<file path="config.mk">
export PLATFORM = sky130hd
export DESIGN_NAME = letter_value_command_parser
export DESIGN_NICKNAME = d
export VERILOG_FILES = /design/src/hdl/lvcp_pkg.sv /design/src/hdl/lvcp_parser.sv /design/src/hdl/letter_value_command_parser.sv
export VERILOG_INCLUDE_DIRS = /design/src /design/src/hdl
export SDC_FILE = /design/constraint.sdc
export NUM_CORES = 1
export LEC_CHECK = 0
export BUFFER_PORTS_ARGS = -buffer_cell sky130_fd_sc_hd__buf_2
export CAP_MARGIN = 20
export CELL_PAD_IN_SITES_DETAIL_PLACEMENT = 1
export CELL_PAD_IN_SITES_GLOBAL_PLACEMENT = 2
export CORE_ASPECT_RATIO = 0.6
export CORE_MARGIN = 1
export CORE_UTILIZATION = 41
export CTS_CLUSTER_SIZE = 12
export DETAILED_ROUTE_END_ITERATION = 8
export PLACE_DENSITY = 0.92
export SYNTH_ARGS = -nofsm -noshare
export SYNTH_HDL_FRONTEND = slang
export SYNTH_HIERARCHICAL = 1
export SYNTH_SLANG_ARGS = --single-unit
</file>
<file path="constraint.sdc">
create_clock -name clock -period 26.7 [get_ports clock]
set_clock_uncertainty 0.05 [all_clocks]
set_input_delay 1.335 -clock clock [delete_from_list [all_inputs] [get_ports clock]]
set_output_delay 1.335 -clock clock [all_outputs]
set_load 0.02 [all_outputs]
</file>
<file path="src/hdl/letter_value_command_parser_defines.svh">
// Assertion macros shared by the letter/value command parser RTL.
// No dependencies; included by the modules that carry assertions.
`ifndef LETTER_VALUE_COMMAND_PARSER_DEFINES_SVH
`define LETTER_VALUE_COMMAND_PARSER_DEFINES_SVH

// Same-cycle implication, disabled during reset.
`define LVCP_ASSERT_NOW(lbl, clk, rst, ante, cons, msg) \
   lbl: assert property (@(posedge clk) disable iff (rst) (ante) |-> (cons)) else $error(msg);

// Next-cycle implication, disabled during reset.
`define LVCP_ASSERT_NEXT(lbl, clk, rst, ante, cons, msg) \
   lbl: assert property (@(posedge clk) disable iff (rst) (ante) |=> (cons)) else $error(msg);

`endif

</file>
<file path="src/hdl/lvcp_pkg.sv">
// Package for the letter/value command parser: ASCII codes, letter codes,
// field mask bits, the record struct and character helpers. No dependencies.
package lvcp_pkg;

   localparam logic [7:0] AsciiLf    = 8'h0A;
   localparam logic [7:0] AsciiCr    = 8'h0D;
   localparam logic [7:0] AsciiMinus = 8'h2D;
   localparam logic [7:0] AsciiZero  = 8'h30;
   localparam logic [7:0] AsciiNine  = 8'h39;
   localparam logic [7:0] AsciiUpA   = 8'h41;
   localparam logic [7:0] AsciiUpZ   = 8'h5A;
   localparam logic [7:0] AsciiLowA  = 8'h61;
   localparam logic [7:0] AsciiLowZ  = 8'h7A;
   localparam logic [7:0] CaseOffset = 8'h20;

   localparam logic [5:0] MaskI = 6'd32;
   localparam logic [5:0] MaskX = 6'd16;
   localparam logic [5:0] MaskY = 6'd8;
   localparam logic [5:0] MaskL = 6'd4;
   localparam logic [5:0] MaskS = 6'd2;
   localparam logic [5:0] MaskM = 6'd1;

   typedef enum logic [2:0] {
      LTR_NONE = 3'd0,
      LTR_I    = 3'd1,
      LTR_X    = 3'd2,
      LTR_Y    = 3'd3,
      LTR_L    = 3'd4,
      LTR_S    = 3'd5,
      LTR_M    = 3'd6
   } letter_type;

   typedef struct packed {
      logic        emit;
      logic [31:0] point_id;
      logic [31:0] pos_x;
      logic [31:0] pos_y;
      logic [31:0] laser_level;
      logic [31:0] move_speed;
      logic [7:0]  move_mode;
      logic [5:0]  fields_seen;
   } record_type;

   function automatic logic [7:0] fold_case(input logic [7:0] c);
      logic [7:0] r;
      r = c;
      if (c >= AsciiLowA && c <= AsciiLowZ) begin
         r = c - CaseOffset;
      end
      return r;
   endfunction

   function automatic letter_type letter_code(input logic [7:0] c);
      letter_type r;
      case (c)
         8'h49: r = LTR_I;
         8'h58: r = LTR_X;
         8'h59: r = LTR_Y;
         8'h4C: r = LTR_L;
         8'h53: r = LTR_S;
         8'h4D: r = LTR_M;
         default: r = LTR_NONE;
      endcase
      return r;
   endfunction

endpackage

</file>
<file path="src/hdl/lvcp_parser.sv">
// Parse state and held field registers of the letter/value command parser.
// Depends on lvcp_pkg and letter_value_command_parser_defines.svh.
`include "letter_value_command_parser_defines.svh"

module lvcp_parser (
   input  logic                     clock,
   input  logic                     reset,
   input  logic                     step,
   input  logic [7:0]               rx_byte,
   output lvcp_pkg::record_type     rec
);

   logic                 value_phase_ff, value_phase_in;
   lvcp_pkg::letter_type letter_ff, letter_in;
   logic [31:0]          acc_ff, acc_in;
   logic                 neg_ff, neg_in;
   logic [31:0]          id_ff, id_in;
   logic [31:0]          x_ff, x_in;
   logic [31:0]          y_ff, y_in;
   logic [31:0]          laser_ff, laser_in;
   logic [31:0]          speed_ff, speed_in;
   logic [7:0]           mode_ff, mode_in;
   logic [5:0]           mask_ff, mask_in;

   logic [7:0]  c;
   logic        is_eol, is_letter, is_digit, is_minus;
   logic [31:0] value;
   logic [5:0]  mask_closed;

   always_comb begin
      c         = lvcp_pkg::fold_case(rx_byte);
      is_eol    = (c == lvcp_pkg::AsciiLf) || (c == lvcp_pkg::AsciiCr);
      is_letter = c inside {[lvcp_pkg::AsciiUpA:lvcp_pkg::AsciiUpZ]};
      is_digit  = c inside {[lvcp_pkg::AsciiZero:lvcp_pkg::AsciiNine]};
      is_minus  = (c == lvcp_pkg::AsciiMinus);
      value     = neg_ff ? (32'd0 - acc_ff) : acc_ff;

      id_in       = id_ff;
      x_in        = x_ff;
      y_in        = y_ff;
      laser_in    = laser_ff;
      speed_in    = speed_ff;
      mode_in     = mode_ff;
      mask_closed = mask_ff;

      // a letter or line end closes any open pair
      if (value_phase_ff && (is_eol || is_letter)) begin
         case (letter_ff)
            lvcp_pkg::LTR_I: begin
               id_in       = value;
               mask_closed = mask_ff | lvcp_pkg::MaskI;
            end
            lvcp_pkg::LTR_X: begin
               x_in        = value;
               mask_closed = mask_ff | lvcp_pkg::MaskX;
            end
            lvcp_pkg::LTR_Y: begin
               y_in        = value;
               mask_closed = mask_ff | lvcp_pkg::MaskY;
            end
            lvcp_pkg::LTR_L: begin
               laser_in    = value;
               mask_closed = mask_ff | lvcp_pkg::MaskL;
            end
            lvcp_pkg::LTR_S: begin
               speed_in    = value;
               mask_closed = mask_ff | lvcp_pkg::MaskS;
            end
            lvcp_pkg::LTR_M: begin
               mode_in     = value[7:0];
               mask_closed = mask_ff | lvcp_pkg::MaskM;
            end
            default: begin
               mask_closed = mask_ff;
            end
         endcase
      end

      value_phase_in = value_phase_ff;
      letter_in      = letter_ff;
      acc_in         = acc_ff;
      neg_in         = neg_ff;
      mask_in        = mask_closed;

      if (is_eol) begin
         value_phase_in = 1'b0;
         letter_in      = lvcp_pkg::LTR_NONE;
         acc_in         = '0;
         neg_in         = 1'b0;
         mask_in        = '0;
      end else if (is_letter) begin
         value_phase_in = 1'b1;
         letter_in      = lvcp_pkg::letter_code(c);
         acc_in         = '0;
         neg_in         = 1'b0;
      end else if (is_digit && value_phase_ff) begin
         // acc * 10 + digit; digit is the low nibble of '0'..'9'
         acc_in = (acc_ff << 3) + (acc_ff << 1) + {28'd0, c[3:0]};
      end else if (is_minus && value_phase_ff) begin
         neg_in = 1'b1;
      end

      rec.emit        = is_eol && (mask_closed != '0);
      rec.point_id    = id_in;
      rec.pos_x       = x_in;
      rec.pos_y       = y_in;
      rec.laser_level = laser_in;
      rec.move_speed  = speed_in;
      rec.move_mode   = mode_in;
      rec.fields_seen = mask_closed;
   end

   always_ff @(posedge clock) begin
      if (reset) begin
         value_phase_ff <= 1'b0;
         letter_ff      <= lvcp_pkg::LTR_NONE;
         acc_ff         <= '0;
         neg_ff         <= 1'b0;
         id_ff          <= '0;
         x_ff           <= '0;
         y_ff           <= '0;
         laser_ff       <= '0;
         speed_ff       <= '0;
         mode_ff        <= '0;
         mask_ff        <= '0;
      end else if (step) begin
         value_phase_ff <= value_phase_in;
         letter_ff      <= letter_in;
         acc_ff         <= acc_in;
         neg_ff         <= neg_in;
         id_ff          <= id_in;
         x_ff           <= x_in;
         y_ff           <= y_in;
         laser_ff       <= laser_in;
         speed_ff       <= speed_in;
         mode_ff        <= mode_in;
         mask_ff        <= mask_in;
      end
   end

   `LVCP_ASSERT_NEXT(a_eol_clears, clock, reset, step && is_eol,
      (mask_ff == '0) && !value_phase_ff, "line end did not clear the parse state")
   `LVCP_ASSERT_NEXT(a_letter_opens, clock, reset, step && is_letter,
      value_phase_ff && (acc_ff == '0) && !neg_ff, "letter did not open a fresh pair")
   `LVCP_ASSERT_NEXT(a_idle_digit, clock, reset,
      step && !value_phase_ff && !is_letter && !is_eol,
      $stable(acc_ff) && !value_phase_ff, "byte outside a pair changed the value")

endmodule

</file>
<file path="src/hdl/letter_value_command_parser.sv">
// Top level of the letter/value command parser: input register, parser core,
// record output register. Depends on lvcp_pkg, lvcp_parser and the defines header.
`include "letter_value_command_parser_defines.svh"

// Takes one ASCII byte per transaction on req_ and returns one record on rsp_
// for every CR or LF that ends a line holding at least one I, X, Y, L, S or M
// pair. Throughput is one byte per clock while req_ is not stalled. A byte
// is taken into the input register, and the record of a line end is loaded
// from there into the record output register that drives rsp_. The parser
// updates its state straight from the input register, so the only thing that
// stalls req_ is a line end that would produce a record while the previous
// record is still held by rsp_stall; ordinary characters keep flowing in that case.
module letter_value_command_parser (
   input  logic               clock,
   input  logic               reset,
   input  logic               req_valid,
   output logic               req_stall,
   input  logic [7:0]         req_rx_byte,
   output logic               rsp_valid,
   input  logic               rsp_stall,
   output logic signed [31:0] rsp_point_id,
   output logic signed [31:0] rsp_pos_x,
   output logic signed [31:0] rsp_pos_y,
   output logic signed [31:0] rsp_laser_level,
   output logic signed [31:0] rsp_move_speed,
   output logic [7:0]         rsp_move_mode,
   output logic [5:0]         rsp_fields_seen
);

   logic                 in_valid_ff, in_valid_in;
   logic [7:0]           in_byte_ff;
   logic                 rsp_valid_ff, rsp_valid_in;
   lvcp_pkg::record_type rec;
   lvcp_pkg::record_type out_ff;
   logic                 out_free;
   logic                 advance;

   lvcp_parser u_parser (
      .clock   (clock),
      .reset   (reset),
      .step    (advance),
      .rx_byte (in_byte_ff),
      .rec     (rec)
   );

   always_comb begin
      out_free     = !rsp_valid_ff || !rsp_stall;
      advance      = in_valid_ff && (!rec.emit || out_free);
      req_stall    = in_valid_ff && !advance;
      in_valid_in  = req_stall ? in_valid_ff : req_valid;
      rsp_valid_in = (rsp_valid_ff && rsp_stall) || (advance && rec.emit);
   end

   always_ff @(posedge clock) begin
      if (reset) begin
         in_valid_ff  <= 1'b0;
         rsp_valid_ff <= 1'b0;
      end else begin
         in_valid_ff  <= in_valid_in;
         rsp_valid_ff <= rsp_valid_in;
      end
   end

   always_ff @(posedge clock) begin
      if (req_valid && !req_stall) begin
         in_byte_ff <= req_rx_byte;
      end
      if (advance && rec.emit) begin
         out_ff <= rec;
      end
   end

   assign rsp_valid       = rsp_valid_ff;
   assign rsp_point_id    = out_ff.point_id;
   assign rsp_pos_x       = out_ff.pos_x;
   assign rsp_pos_y       = out_ff.pos_y;
   assign rsp_laser_level = out_ff.laser_level;
   assign rsp_move_speed  = out_ff.move_speed;
   assign rsp_move_mode   = out_ff.move_mode;
   assign rsp_fields_seen = out_ff.fields_seen;

   `LVCP_ASSERT_NOW(a_no_overwrite, clock, reset, advance && rec.emit,
      !(rsp_valid_ff && rsp_stall), "record loaded over a held record")
   `LVCP_ASSERT_NOW(a_mask_nonzero, clock, reset, rsp_valid_ff,
      out_ff.fields_seen != '0, "record with empty field mask")
   `LVCP_ASSERT_NEXT(a_input_held, clock, reset, req_stall,
      in_valid_ff && $stable(in_byte_ff), "stalled input byte lost")

endmodule

</file>
==> parameters.txt <==
Parameter                              Value

Timing
  Setup violation total in the final timing report    0
  Minimum clock period    5.68 ns
  Transition time at the pin with the least slew margin    1.08 ns
  Setup repair after global routing missed its margin    no
  Slew Viols, Final    0
  TNS Setup    0 ns
  Hold slack final    0.407 ns
  Rel. slew slack    27.7%
  Fraction of the cycle the final worst path needs    21.3%
  Achievable Freq    176 MHz
  Final Hold Fails    0

Clocking
  H-Tree Level Count    2
  CTS tree    yes
  Root buf cell    clkbuf_16
  Post-CTS setup buffer count    0
  CTS Hold Bufs    0
  CTS sink count    395
  CTS buffer count    41
  Longest Clk Path Bufs    3
  Post-CTS clock slew at the launch and capture registers of the worst setup and hold paths    0.06 ns
  Clock latency of the later-clocked register in the worst-skew pair    0.55 ns
  Post-cts sizing count    0

Setup path
  Crit path capture type    register
  Worst path slowest cell    or4_1
  Required time of the critical path    27.08 ns
  Type of element launching the critical path    register
  Arrival time reported for the critical path endpoint    6.06 ns
  Max incr delay on CP    0.56 ns
  Biggest fanout along the worst timing path    64
  Crit path cell chain    or4_1 > o221ai_1 > a21oi_1 > o211a_1 > and2_2 > buf_4 > or2_2 > o31a_1 > a31oi_1 > nand3_1 > nor3_1 > nand3_1 > and2_1 > nor2b_1 > buf_4 > a22o_1
  Category of the most critical setup path    reg -> reg

Floorplan
  Width of the die    265 µm
  Boundary Pins    188
  Area enclosed by the die boundary    42300 µm²
  Y dimension of the die    160 µm
  Row count    57
  Core Region    40700 µm²
  Starting utilization of the core area    41.8%

Detailed routing
  Detailed-route DRC error count    0
  Detailed-router iteration count before antenna repair    5
  Number of DRC violations after detailed-routing iteration 0    971
  Vias after detailed routing    13200
  Routed vias/inst    5.56
  Routed wire per std cell    20.6 µm
  Routed wire length    48800 µm
  Post-detailed-route count of antenna-violating nets    0

Place
  Total of buffers placed on input and output ports    187
  Placed wire-length estimate    32400 µm
  Placer's final routability congestion estimate    0.794

Synthesis
  Warning count from the yosys run    6
  Net Count, Synth    1732
  Count of distinct cell types in the synthesized netlist    64
  Number of synthesized register bits    395
  Average instance area after synthesis    10.2 µm²
  Post-synth EDFFs    182
  Top flip-flop cell by instance count after synthesis    dfxtp_1
  Share of flip-flops with an asynchronous set or reset    0%
  Synth Cell Area    17000 µm²
  Cells after Synth    1658
  Share of synthesized area occupied by flip-flops and latches    57.3%

Run status
  Run status    finished clean

Finish
  Layout net count    1877
  Top library cells by usage in the layout, fill and taps aside    nor2_1, dfxtp_1, buf_2
  Most common library cell in the layout ignoring fill and taps    nor2_1
  N_diodes    0
  Fraction of layout instances using a drive strength above 1    16.1%
  Area growth from synthesis to layout    16.0%

Power
  Maximum resistive drop on vdd    0.0397 mV
  Total power divided by cell area    60.9 nW/µm²
  Static Leak    6.85 nW

Global route
  Number of antenna violations at the first check in global routing    1
  Via count of the first global-routing pass    13000
  Combined global-route utilization of all metal layers    22.6%
  Sum of overflow across all layers after global routing    0
  Pin count of the biggest net entering global routing    95
  Global-route wire length before repair    75400 µm

Flow run
  Count of maximum capacitance violations    0

Min path
  Class of the tightest hold or removal check    reg -> reg
[sequential cells by signal (all words and copies together), names as in the netlist]
register,cells
u_parser/neg_ff,1
rsp_pos_x,32
u_parser/acc_ff,32
u_parser/letter_ff,3
rsp_point_id,32
u_parser/id_ff,32
rsp_move_mode,8
rsp_move_speed,32
u_parser/mode_ff,8
in_byte_ff,8
rsp_laser_level,32
u_parser/laser_ff,32
u_parser/x_ff,32
rsp_pos_y,32
u_parser/speed_ff,32
u_parser/value_phase_ff,1
u_parser/mask_ff,6
rsp_fields_seen,6
u_parser/y_ff,32
rsp_valid,1
in_valid_ff,1
[final timing paths]
kind | startpoint | end | slack [ns] | cells after the start
min reg2reg | u_parser/mask_ff[0]$_SDFFE_PP0P_ | u_parser/mask_ff[0]$_SDFFE_PP0P_ | 0.41 | 1
min | u_parser/mask_ff[0]$_SDFFE_PP0P_ | u_parser/mask_ff[0]$_SDFFE_PP0P_ | 0.41 | 1
max | in_byte_ff[4]$_DFFE_PP_ | u_parser/acc_ff[16]$_SDFFE_PP0P_ | 21.02 | 16
max reg2reg | in_byte_ff[4]$_DFFE_PP_ | u_parser/acc_ff[16]$_SDFFE_PP0P_ | 21.02 | 16
[kinds of logic (layout without fill, tap and decap cells)]
group | Yosys count | in the layout | synth area share, %
AOI/OAI and AO/OA | 496 | 496 | 18.6
xor gates and xnor gates | 57 | 57 | 3.18
adders and majority gates | 62 | 62 | 4.66
buffers and inverters | 130 | 308 | 3.04
DFF | 395 | 395 | 57.3
muxes | 10 | 10 | 0.612
and+or+nand+nor | 508 | 508 | 12.6
[routing by layer]
metal	share of wire (%)	track usage, %	wire length, µm	up-vias
met4	1.8	5.02	880	2
met2	46	36.9	22600	308
met3	4.9	4.07	2400	60
li1	-	-	-	6277
met5	0.027	0	13	-
met1	47	31.4	22900	6520
[where the power goes]
| group | total (mW) | internal [mW] | switching (mW) |
|---|---|---|---|
| registers | 0.631 | 0.629 | 0.00220 |
| logic | 0.0132 | 0.00348 | 0.00972 |
| clock network | 0.555 | 0.318 | 0.237 |
| total | 1.20 | 0.950 | 0.249 |
[cell type report]
cell class | count | area, µm²
fillers | 4532 | 21000
flip-flops and latches | 395 | 9730
multi-input cells | 1133 | 6780
clock buffers | 70 | 1210
repair buffers | 214 | 1180
well taps | 531 | 664
inverters | 18 | 67.6
clock inverters | 6 | 65.1
[cell usage after synthesis (all sizes together) (18+ instances only)]
master	number	area, µm²
inv	18	67.6
nand2	126	473
xor2	38	374
clkbuf	105	394
o21ai	113	569
a21oi	130	651
nor2	299	1120
xnor2	19	166
dfxtp	213	4260
a211oi	167	1250
edfxtp	182	5470
ha	60	751
[through the flow]
step | utilization, % | area (µm²) | setup slack, ns | total power, mW | std cells
2_1_floorplan | - | 17000 | 15.11 | 0.652 | 1658
3_3_place_gp | 45.2 | 18400 | 21.41 | 0.656 | 2287
3_5_place_dp | 45.2 | 18400 | 21.08 | 0.657 | 2287
4_1_cts | 48.3 | 19600 | 21.04 | 1.21 | 2363
5_1_grt | 48.5 | 19700 | 20.64 | 1.24 | 2367
6_report | 48.5 | 19700 | 21.02 | 1.20 | 2367
[worst max-delay path, delay by kind of cell (launching register included)]
kind,cells,cell delay [ns]
AND/OR/NAND/NOR,8,2.65
AO/OA/AOI/OAI,6,1.81
buffers and inverters,2,0.52
flip-flops,1,0.51
Note: power is estimated with default switching activity, not from simulation.
